==> src/rtl/core/readout_trailer_decoder_core_defines.svh <==
// Assertion macros for the readout trailer decoder core.
// Included by the RTL files that carry concurrent assertions; no other dependencies.
`ifndef READOUT_TRAILER_DECODER_CORE_DEFINES_SVH
`define READOUT_TRAILER_DECODER_CORE_DEFINES_SVH

// Same-cycle implication, checked outside reset.
`define RTD_ASSERT_IMPL(label, clk, rst_n, ante, cons, msg) \
	label: assert property (@(posedge clk) disable iff (!(rst_n)) (ante) |-> (cons)) \
		else $error(msg);

// Next-cycle implication, checked outside reset.
`define RTD_ASSERT_NEXT(label, clk, rst_n, ante, cons, msg) \
	label: assert property (@(posedge clk) disable iff (!(rst_n)) (ante) |=> (cons)) \
		else $error(msg);

`endif

==> src/rtl/core/rtd_pkg.sv <==
// Types and constants shared by the readout trailer decoder core.
// No dependencies; used by rtd_in_stage, rtd_decode and the top level.
`default_nettype none

package rtd_pkg;

	localparam int unsigned WORD_W = 32;
	localparam int unsigned CNT_W  = 7;

	typedef enum logic [2:0] {
		PH_IDLE  = 3'b001,
		PH_PARAM = 3'b010,
		PH_SIZE  = 3'b100
	} phase_t;

	typedef enum logic [2:0] {
		ST_OK           = 3'd0,
		ST_BAD_MARKER   = 3'd1,
		ST_UNKNOWN_CODE = 3'd2,
		ST_COMPLETE     = 3'd3,
		ST_NO_TRAILER   = 3'd4,
		ST_SIZE_INVALID = 3'd5
	} status_t;

	localparam logic [1:0] MARK_TRAILER = 2'd3;
	localparam logic [1:0] MARK_PARAM   = 2'd2;
	localparam logic [CNT_W-1:0] MIN_COUNT = 7'd2;

	localparam logic [3:0] CODE_BOARD_ERR = 4'd1;
	localparam logic [3:0] CODE_ERR_TWO   = 4'd2;
	localparam logic [3:0] CODE_ERR_THREE = 4'd3;
	localparam logic [3:0] CODE_BOARDS_A  = 4'd4;
	localparam logic [3:0] CODE_BOARDS_B  = 4'd5;
	localparam logic [3:0] CODE_CFG_ONE   = 4'd6;
	localparam logic [3:0] CODE_CFG_TWO   = 4'd7;

	typedef struct packed {
		logic [WORD_W-1:0] word;
		logic              start_req;
	} in_item_t;

	typedef struct packed {
		logic [8:0]       unit_id;
		logic [7:0]       firmware;
		logic [CNT_W-1:0] count;
		logic [25:0]      payload;
		logic [19:0]      error_a;
		logic [19:0]      error_b;
		logic [8:0]       error_two;
		logic [24:0]      error_three;
		logic [15:0]      boards_a;
		logic [15:0]      boards_b;
		logic [19:0]      cfg_one;
		logic [24:0]      cfg_two;
	} record_t;

	typedef struct packed {
		phase_t           phase;
		logic [CNT_W-1:0] words_left;
		record_t          rec;
	} dec_state_t;

	localparam record_t REC_RESET = '{
		unit_id:     9'h1FF,
		firmware:    8'd0,
		count:       7'd0,
		payload:     26'd0,
		error_a:     20'd0,
		error_b:     20'd0,
		error_two:   9'd0,
		error_three: 25'd0,
		boards_a:    16'd0,
		boards_b:    16'd0,
		cfg_one:     20'd0,
		cfg_two:     25'd0
	};

	// Output tdata width: all result fields but status, rounded up to whole bytes.
	localparam int unsigned OUT_BITS   = 201;
	localparam int unsigned OUT_DATA_W = ((OUT_BITS + 7) / 8) * 8;

endpackage

`default_nettype wire

==> src/rtl/core/rtd_in_stage.sv <==
// Input register of the readout trailer decoder: holds one accepted item.
// Depends on rtd_pkg and the assertion macro header.
`default_nettype none
`include "readout_trailer_decoder_core_defines.svh"

module rtd_in_stage (
	input  wire logic             clk,
	input  wire logic             arst_n,
	input  wire logic             in_valid,
	output logic                  in_ready,
	input  wire rtd_pkg::in_item_t in_item,
	input  wire logic             advance,
	output logic                  valid_s1,
	output rtd_pkg::in_item_t     item_s1
);

	// Take a new item when the register is empty or the held one moves on this cycle.
	assign in_ready = !valid_s1 || advance;

	always_ff @(posedge clk or negedge arst_n) begin
		if (!arst_n) begin
			valid_s1 <= 1'b0;
		end else if (in_ready) begin
			valid_s1 <= in_valid;
		end
	end

	always_ff @(posedge clk) begin
		if (in_ready && in_valid) begin
			item_s1 <= in_item;
		end
	end

	`RTD_ASSERT_NEXT(a_hold_item, clk, arst_n, valid_s1 && !advance, valid_s1 && $stable(item_s1), "held item changed while stalled")
	`RTD_ASSERT_IMPL(a_advance_valid, clk, arst_n, advance, valid_s1, "advance without a held item")
	`RTD_ASSERT_NEXT(a_load, clk, arst_n, in_valid && in_ready, valid_s1, "accepted item not held")

endmodule

`default_nettype wire

==> src/rtl/core/rtd_decode.sv <==
// Next-state and status logic of the readout trailer decoder for one word.
// Depends on rtd_pkg; purely combinational.
`default_nettype none

module rtd_decode (
	input  wire rtd_pkg::in_item_t   item,
	input  wire rtd_pkg::dec_state_t cur,
	output rtd_pkg::dec_state_t      nxt,
	output rtd_pkg::status_t         status
);

	logic [1:0] marker;
	logic [3:0] code;

	assign marker = item.word[31:30];
	assign code   = item.word[29:26];

	always_comb begin
		nxt    = cur;
		status = rtd_pkg::ST_NO_TRAILER;
		if (item.start_req) begin
			// Drop any decode in progress and start from a clean record.
			nxt.rec        = rtd_pkg::REC_RESET;
			nxt.phase      = rtd_pkg::PH_IDLE;
			nxt.words_left = '0;
			if (marker == rtd_pkg::MARK_TRAILER) begin
				nxt.rec.firmware = item.word[23:16];
				nxt.rec.unit_id  = item.word[15:7];
				if (item.word[6:0] < rtd_pkg::MIN_COUNT) begin
					status = rtd_pkg::ST_SIZE_INVALID;
				end else begin
					nxt.rec.count  = item.word[6:0];
					nxt.words_left = item.word[6:0];
					nxt.phase      = rtd_pkg::PH_PARAM;
					status         = rtd_pkg::ST_OK;
				end
			end
		end else begin
			case (cur.phase)
				rtd_pkg::PH_PARAM: begin
					nxt.words_left = cur.words_left - 7'd1;
					if (cur.words_left == 7'd1) begin
						nxt.phase = rtd_pkg::PH_SIZE;
					end
					if (marker != rtd_pkg::MARK_PARAM) begin
						status = rtd_pkg::ST_BAD_MARKER;
					end else begin
						status = rtd_pkg::ST_OK;
						case (code)
							rtd_pkg::CODE_BOARD_ERR: begin
								nxt.rec.error_a = {item.word[25:13], 7'd0};
								nxt.rec.error_b = {item.word[12:0], 7'd0};
							end
							rtd_pkg::CODE_ERR_TWO:   nxt.rec.error_two   = item.word[8:0];
							rtd_pkg::CODE_ERR_THREE: nxt.rec.error_three = item.word[24:0];
							rtd_pkg::CODE_BOARDS_A:  nxt.rec.boards_a    = item.word[15:0];
							rtd_pkg::CODE_BOARDS_B:  nxt.rec.boards_b    = item.word[15:0];
							rtd_pkg::CODE_CFG_ONE:   nxt.rec.cfg_one     = item.word[19:0];
							rtd_pkg::CODE_CFG_TWO:   nxt.rec.cfg_two     = item.word[24:0];
							default:                 status = rtd_pkg::ST_UNKNOWN_CODE;
						endcase
					end
				end
				rtd_pkg::PH_SIZE: begin
					nxt.rec.payload = item.word[25:0];
					nxt.phase       = rtd_pkg::PH_IDLE;
					status          = rtd_pkg::ST_COMPLETE;
				end
				default: begin
					// Stray word with no decode open: keep the record and report no trailer.
					nxt.phase = rtd_pkg::PH_IDLE;
					status    = rtd_pkg::ST_NO_TRAILER;
				end
			endcase
		end
	end

endmodule

`default_nettype wire

==> src/rtl/core/readout_trailer_decoder_core.sv <==
// Readout trailer decoder core: input register, decode logic, record/result register.
// A word passes the input register, then the record register, which presents its result.
// One word a cycle while results are taken; set by the single decode step between them.
// Reset (arst_n low, asynchronous): no decode open, unit id all ones, all other fields zero.
// Depends on rtd_pkg, rtd_in_stage, rtd_decode and the assertion macro header.
`default_nettype none
`include "readout_trailer_decoder_core_defines.svh"

module readout_trailer_decoder_core (
	input  wire logic        clk,
	input  wire logic        arst_n,
	input  wire logic        s_axis_tvalid,
	output logic             s_axis_tready,
	input  wire logic [31:0] s_axis_tdata,  // [31:0] word
	input  wire logic [0:0]  s_axis_tuser,  // [0] start_req
	output logic             m_axis_tvalid,
	input  wire logic        m_axis_tready,
	// [8:0] unit_id, [16:9] firmware_version, [23:17] trailer_count,
	// [49:24] payload_size, [69:50] board_error_a, [89:70] board_error_b,
	// [98:90] error_two, [123:99] error_three, [155:124] active_boards,
	// [175:156] readout_cfg_one, [200:176] readout_cfg_two, [207:201] zero
	output logic [rtd_pkg::OUT_DATA_W-1:0] m_axis_tdata,
	output logic [2:0]       m_axis_tuser   // [2:0] status
);

	rtd_pkg::in_item_t   in_item;
	rtd_pkg::in_item_t   item_s1;
	logic                valid_s1;
	logic                advance;
	rtd_pkg::dec_state_t state_q;
	rtd_pkg::dec_state_t state_nxt;
	rtd_pkg::status_t    status_nxt;
	rtd_pkg::status_t    status_q;
	logic                out_valid_q;

	assign in_item.word      = s_axis_tdata;
	assign in_item.start_req = s_axis_tuser[0];

	// The record register doubles as the result register: advance when it is free or taken.
	assign advance = valid_s1 && (!out_valid_q || m_axis_tready);

	rtd_in_stage u_in_stage (
		.clk      (clk),
		.arst_n   (arst_n),
		.in_valid (s_axis_tvalid),
		.in_ready (s_axis_tready),
		.in_item  (in_item),
		.advance  (advance),
		.valid_s1 (valid_s1),
		.item_s1  (item_s1)
	);

	rtd_decode u_decode (
		.item   (item_s1),
		.cur    (state_q),
		.nxt    (state_nxt),
		.status (status_nxt)
	);

	always_ff @(posedge clk or negedge arst_n) begin
		if (!arst_n) begin
			state_q.phase      <= rtd_pkg::PH_IDLE;
			state_q.words_left <= '0;
			state_q.rec        <= rtd_pkg::REC_RESET;
			out_valid_q        <= 1'b0;
		end else begin
			if (advance) begin
				state_q <= state_nxt;
			end
			if (advance) begin
				out_valid_q <= 1'b1;
			end else if (m_axis_tready) begin
				out_valid_q <= 1'b0;
			end
		end
	end

	always_ff @(posedge clk) begin
		if (advance) begin
			status_q <= status_nxt;
		end
	end

	assign m_axis_tvalid = out_valid_q;
	assign m_axis_tuser  = status_q;
	assign m_axis_tdata  = {
		{(rtd_pkg::OUT_DATA_W - rtd_pkg::OUT_BITS){1'b0}},
		state_q.rec.cfg_two,
		state_q.rec.cfg_one,
		state_q.rec.boards_b,
		state_q.rec.boards_a,
		state_q.rec.error_three,
		state_q.rec.error_two,
		state_q.rec.error_b,
		state_q.rec.error_a,
		state_q.rec.payload,
		state_q.rec.count,
		state_q.rec.firmware,
		state_q.rec.unit_id
	};

	`RTD_ASSERT_NEXT(a_state_hold, clk, arst_n, !advance, $stable(state_q),
		"record changed without a word")
	`RTD_ASSERT_IMPL(a_param_left, clk, arst_n, state_q.phase == rtd_pkg::PH_PARAM,
		state_q.words_left != 7'd0, "parameter phase with no words left")
	`RTD_ASSERT_IMPL(a_count_min, clk, arst_n, state_q.rec.count != 7'd0,
		state_q.rec.count >= rtd_pkg::MIN_COUNT, "stored trailer count below two")
	`RTD_ASSERT_NEXT(a_no_marker, clk, arst_n,
		advance && item_s1.start_req && (item_s1.word[31:30] != rtd_pkg::MARK_TRAILER),
		(status_q == rtd_pkg::ST_NO_TRAILER) && (state_q.rec == rtd_pkg::REC_RESET),
		"missing marker did not clear record")

endmodule

`default_nettype wire

==> config.mk <==
export PLATFORM = sky130hd
export DESIGN_NAME = readout_trailer_decoder_core
export DESIGN_NICKNAME = d
export VERILOG_FILES = /design/src/rtl/core/rtd_pkg.sv /design/src/rtl/core/rtd_in_stage.sv /design/src/rtl/core/rtd_decode.sv /design/src/rtl/core/readout_trailer_decoder_core.sv
export VERILOG_INCLUDE_DIRS = /design/src /design/src/rtl/core
export SDC_FILE = /design/constraint.sdc
export NUM_CORES = 1
export LEC_CHECK = 0
export ABC_AREA = 1
export BUFFER_PORTS_ARGS = -buffer_cell sky130_fd_sc_hd__clkbuf_2
export CORE_MARGIN = 5
export CORE_UTILIZATION = 45
export DETAILED_ROUTE_END_ITERATION = 8
export GPL_TIMING_DRIVEN = 0
export PLACE_DENSITY = 0.66
export REMOVE_ABC_BUFFERS = 1
export SYNTH_ARGS = -nofsm -noshare
export SYNTH_HDL_FRONTEND = slang
export SYNTH_SLANG_ARGS = --single-unit
==> constraint.sdc <==
create_clock -name clk -period 1.8 [get_ports clk]
set_input_delay 0.36 -clock clk [delete_from_list [all_inputs] [get_ports clk]]
set_output_delay 0.36 -clock clk [all_outputs]
set_load 0.02 [all_outputs]
# Word level (Yosys, flattened, before mapping)
# Index checks and enable logic that the tools add are counted.
dict set report totals {
  mem_bits_rw 0
  memories 0
  latchBits 0
  regBits 249
  romBits 0
  inputBits 37
  elab_cells 89
}
dict set report classes {
  n_shift 0
  addsub 1
  div_mod_pow 0
  n_lt_le_gt_ge 1
  multipliers 0
  muxes 26
  bitwise 0
  eq_ne 14
  reduce_logical 28
}
# cell count
set op_table {}
lappend op_table {{2-to-1 mux 151 bit} 2}
lappend op_table {{2-to-1 mux 177 bit} 1}
lappend op_table {{2-to-1 mux 25 bit} 2}
lappend op_table {{2-to-1 mux 40 bit} 1}
lappend op_table {{2-to-1 mux 34 bit} 1}
lappend op_table {{2-to-1 mux 16 bit} 2}
lappend op_table {{AND reduction 4 bit} 7}
lappend op_table {{2-to-1 mux 26 bit} 1}
lappend op_table {{2-to-1 mux 20 bit} 1}
lappend op_table {{nonzero test 2 bit} 10}
lappend op_table {{2-to-1 mux 3 bit} 6}
lappend op_table {{2-to-1 mux 9 bit} 2}
lappend op_table {{== test 4 x 3 -> 1 bit, second input constant} 4}
lappend op_table {{2-to-1 mux 7 bit} 2}
lappend op_table {{2-to-1 mux 10 bit} 1}
lappend op_table {{== test 4 x 2 -> 1 bit, second input constant} 2}
lappend op_table {{AND reduction 2 bit} 4}
lappend op_table {{== test 7 x 1 -> 1 bit, second input constant} 1}
lappend op_table {{< comparator 7 x 2 -> 1 bit, second input constant} 1}
lappend op_table {{OR reduction 7 bit} 1}
lappend op_table {{subtractor 7 x 1 -> 7 bit, second input constant} 1}
lappend op_table {{case mux 3 bit (2 select lines)} 1}
lappend op_table {{== test 4 x 1 -> 1 bit, second input constant} 1}
lappend op_table {{!= test 2 bit, second input constant} 2}
lappend op_table {{9 further kinds} 13}

# Logic depth before layout (Yosys ltp)
dict set report logic_depth {
  ltp_word 6
  mapped_depth 11
  mapped_depth_nobuf 10
}

# Cells and area by module
# Synthesis repeated with hierarchy kept, for this count alone.
dict set report unflattened {
  cells_unflattened 2253
  area_unflattened_um2 15731.3
}
# module instances cells_each area_each_um2 seq_area_each_um2
set modules_own_cells {}
lappend modules_own_cells {readout_trailer_decoder_core 1 1132 10023.4 5407.7}
lappend modules_own_cells {rtd_decode 1 1082 4672.0 0.0}
lappend modules_own_cells {rtd_in_stage 1 39 1036.0 1016.0}

# Least setup slack after synthesis
# Ideal clock, no wire load.
dict set report synth_timing {
  kind {reg2reg}
  startpoint {register out_valid_q (netlist: m_axis_tvalid)}
  endpoint {register u_in_stage.item_s1[0] (netlist name)}
  required_time_ns 1.412
  setup_time_ns 0.388
  stages_incl_launch_ff 4
  arrival_ns 1.491
  setup_slack_ns -0.078
  period_less_slack_ns 1.878
  cell_sequence {dfrtp_1 nand3_1 nand2_1 inv_1}
}
dict set report synth_between {
  elab_chain_len 5
}
# item line
set synth_lines {}
lappend synth_lines {{start: declaration} readout_trailer_decoder_core.sv:34} ;# logic out_valid_q;
lappend synth_lines {{start signal: assignment} readout_trailer_decoder_core.sv:65} ;# out_valid_q <= 1'b0;
lappend synth_lines {{start signal: assignment} readout_trailer_decoder_core.sv:71} ;# out_valid_q <= 1'b1;
lappend synth_lines {{start signal: assignment} readout_trailer_decoder_core.sv:73} ;# out_valid_q <= 1'b0;
lappend synth_lines {{logical NOT 1 bit} readout_trailer_decoder_core.sv:40} ;# assign advance = valid_s1 && (!out_valid_q || m_axis_tready);
lappend synth_lines {{logical OR 1 bit} readout_trailer_decoder_core.sv:40}
lappend synth_lines {{logical AND 1 bit} readout_trailer_decoder_core.sv:40}
lappend synth_lines {{logical OR 1 bit} rtd_in_stage.sv:18} ;# assign in_ready = !valid_s1 || advance;
lappend synth_lines {{net s_axis_tready} readout_trailer_decoder_core.sv:13} ;# output logic s_axis_tready,
lappend synth_lines {{logical AND 1 bit} rtd_in_stage.sv:29} ;# if (in_ready && in_valid) begin
# The timed path passes the listed nets, and every way through them passes these cells.
# A chain may end at the register's enable or synchronous reset.

# Worst setup path after layout
dict set report layout_timing {
  startpoint {register state_q[208] (netlist name)}
  endpoint {register state_q, in the netlist m_axis_tdata[84]}
}
dict set report layout_between {
  elab_chain_len 3
}
# item line
set layout_lines {}
lappend layout_lines {{start: declaration} readout_trailer_decoder_core.sv:30} ;# rtd_pkg::dec_state_t state_q;
lappend layout_lines {{start signal: assignment} readout_trailer_decoder_core.sv:68} ;# state_q <= state_nxt;
lappend layout_lines {{== test 3 x 2 -> 1 bit} rtd_decode.sv:39} ;# case (cur.phase)
lappend layout_lines {{nonzero test 2 bit (no source line)} -}
lappend layout_lines {{AND reduction 4 bit (no source line)} -}
# No other way between the ends.

==> results.toml <==
[outcome]
status = "finished, final reports clean"

[setup_path]
cp_top_family = "flip-flops"
max_stage_delay_ps = 550
crit_chain = "inv_1, nand3_4, nand2_4, nand2_8, clkinv_16, buf_16, nand2_4, o21ai_0"
path_buf_inv = 3
cp_max_fo = 24
path_class = "flip-flop to flip-flop"
critPathLaunchType = "flip-flop"
end_kind = "flip-flop"
cp_common_cell = "nand2_4"
arrival_ps = 2110
cp.required_ps = 2190
critPathSlowestCell = "dfstp_2"

[floorplanning]
ioPinCount = 250
core_um2 = 24200
initial_core_util = 0.455
fp.dieH_um = 166
rows = 57
dieArea_um2 = 27700
die_w_um = 166

[timing]
fmax_mhz = 582
drv_slew = 0
worst_pin_slew_ps = 859
fin_crit_sh = 0.955
setup_viol = 0
skew_ps = 16.9
min_period_ps = 1720
finalHoldViolCount = 0
setup_slack_ps = 80.7
timing.hold.ws_ps = 21.5
relSlewSlack = 0.425

[clocking]
root_buffer = "clkbuf_16"
clk_path_buf_depth = 3
clock_sinks = 235
cts_tree = "done"
cts_made_buffers = 26
clk_pin_slew_worst_paths_ps = 60
cts_max_level = 1
worstSkewPairLatency_ps = 520

[finish]
final_common_cell = "nand2_1"
final_cell_mix = "nand2_1 (378), clkbuf_2 (227), dfrtp_1 (189)"
fill_cells = 2229
postLayoutCellArea_um2 = 12500
fin_cells = 1609
drive_above_1_share = 0.268
areaGrowthSynthToFinish_pct = 13.6
finalNetCount = 1305
antennaDiodeCount = 0

[placed_design]
pre_cts_ws_ps = -1730
place.detailed.hpwl_um = 18600
dp.cells = 1521
place_area_um2 = 10900
finalWeightedCongestion = 0.828
portBuffers = 228

[detailed_routing]
drt-initial-drc-count = 605
routed_wl_um = 29900
wl_per_cell_um = 18.6
vias = 7902
drc_errors = 0
dr.pass1.iters = 5
detail-route-antenna-nets = 0
via_per_inst = 4.91

[global_routing]
grt_antenna_before_repair = 0
grt_pass1_vias = 7798
grt_max_degree = 106
grt_overflow = 0
grt.total_usage = 0.208
grt_pass1_wl_um = 46100

[run]
drv_cap = 0

[yosys]
ys_warn_count = 0
yosys_most_used_dff = "dfrtp_1"
ys_seq_area_frac = 0.552
ys_async_sr_fraction = 0.847
syn_area_per_cell_um2 = 9.13
synth-edff-count = 36
synth_cells = 1205
yosysUniqueCellTypes = 32
synth.cell_area_um2 = 11000
ys_ff_latch = 235

[worst_hold_path]
hp-class = "primary input to flip-flop"

[pwr]
peakVddDrop_v = 0.000722
power_uw = 18800
leakage_uw = 0.00661
power_density_nw_per_um2 = 1510
[layer usage]
layer / up-vias / global-route usage / part of all wire
li1: 3731 / - / -
met1: 3832 / 0.283 / 0.43
met2: 277 / 0.343 / 0.48
met3: 62 / 0.0317 / 0.054
met4: 0 / 0.0744 / 0.039
met5: - / 0 / 0
[flip-flops by register name, indices dropped and copies added (netlist names)]
name,count
m_axis_tdata,187
u_in_stage.item_s1,33
state_q,10
m_axis_tvalid,1
m_axis_tuser,3
u_in_stage.valid_s1,1
[worst paths after layout]
check                                   endpoint         startpoint  slack [ps]  cells past startpoint
max in group asynchronous           state_q[208]             arst_n         360                      3
min reg2reg                    m_axis_tdata[189]  m_axis_tdata[189]         470                      2
max                             m_axis_tdata[84]       state_q[208]          80                      8
min in group asynchronous      m_axis_tdata[134]             arst_n         470                      2
max reg2reg                     m_axis_tdata[84]       state_q[208]          80                      8
min                        u_in_stage.item_s1[9]    s_axis_tdata[8]          20                      1
[through the flow]
stage               setup TNS [ps]   util
floorplan                  -186360      -
detailed placement         -263200  0.449
global placement          -1165370  0.444
finish                           0  0.517
CTS                              0  0.507
global route                 -39.0  0.517
[timing repair]
item	in CTS	in global routing
pin swaps	4	5
cloned	7	3
setup endpoints to repair	231	143
gates resized for setup	38	14
hold endpoints to repair	97	2
hold buffers	9	2
setup buffers	9	11
[kinds of logic after synthesis]
family	after synthesis	synth area share
other cells	1	0.000341
compound gates	93	0.0456
flops	235	0.552
simple gates	562	0.211
buf+inv	312	0.189
fa+ha+maj	2	0.00227
[power by group]
part           total, uW  internal [uW]  switching, uW
combinational       5530           1700           3830
clock               5680           3600           2080
sequential          7640           6800            842
[Yosys cell counts (5+ instances only)]
library cell / count / area, um2
a21oi_1: 7 / 35.0
buf_2: 22 / 110
buf_4: 209 / 1570
buf_6: 11 / 124
clkbuf_1: 13 / 48.8
dfrtp_1: 189 / 4730
dfstp_2: 10 / 263
edfxtp_1: 36 / 1080
inv_1: 45 / 169
inv_2: 5 / 18.8
nand2_1: 384 / 1440
nand2_2: 5 / 31.3
nand3_1: 114 / 571
nand4_1: 5 / 31.3
nor2_1: 47 / 176
o21ai_0: 66 / 330
o21ai_1: 10 / 50.1
o31ai_1: 6 / 45.0
[cell type report]
class	count	area (um2)	share of cell area
clock buffers	42	802	0.0642
repair buffers	266	1640	0.131
repair inverters	4	32.5	0.00260
flip-flops and latches	235	6070	0.486
clock inverters	5	125	0.0100
multi-input cells	681	3160	0.253
inverters	52	262	0.0209
well taps	324	405	0.0324
Power figures use the tool's default switching activity.
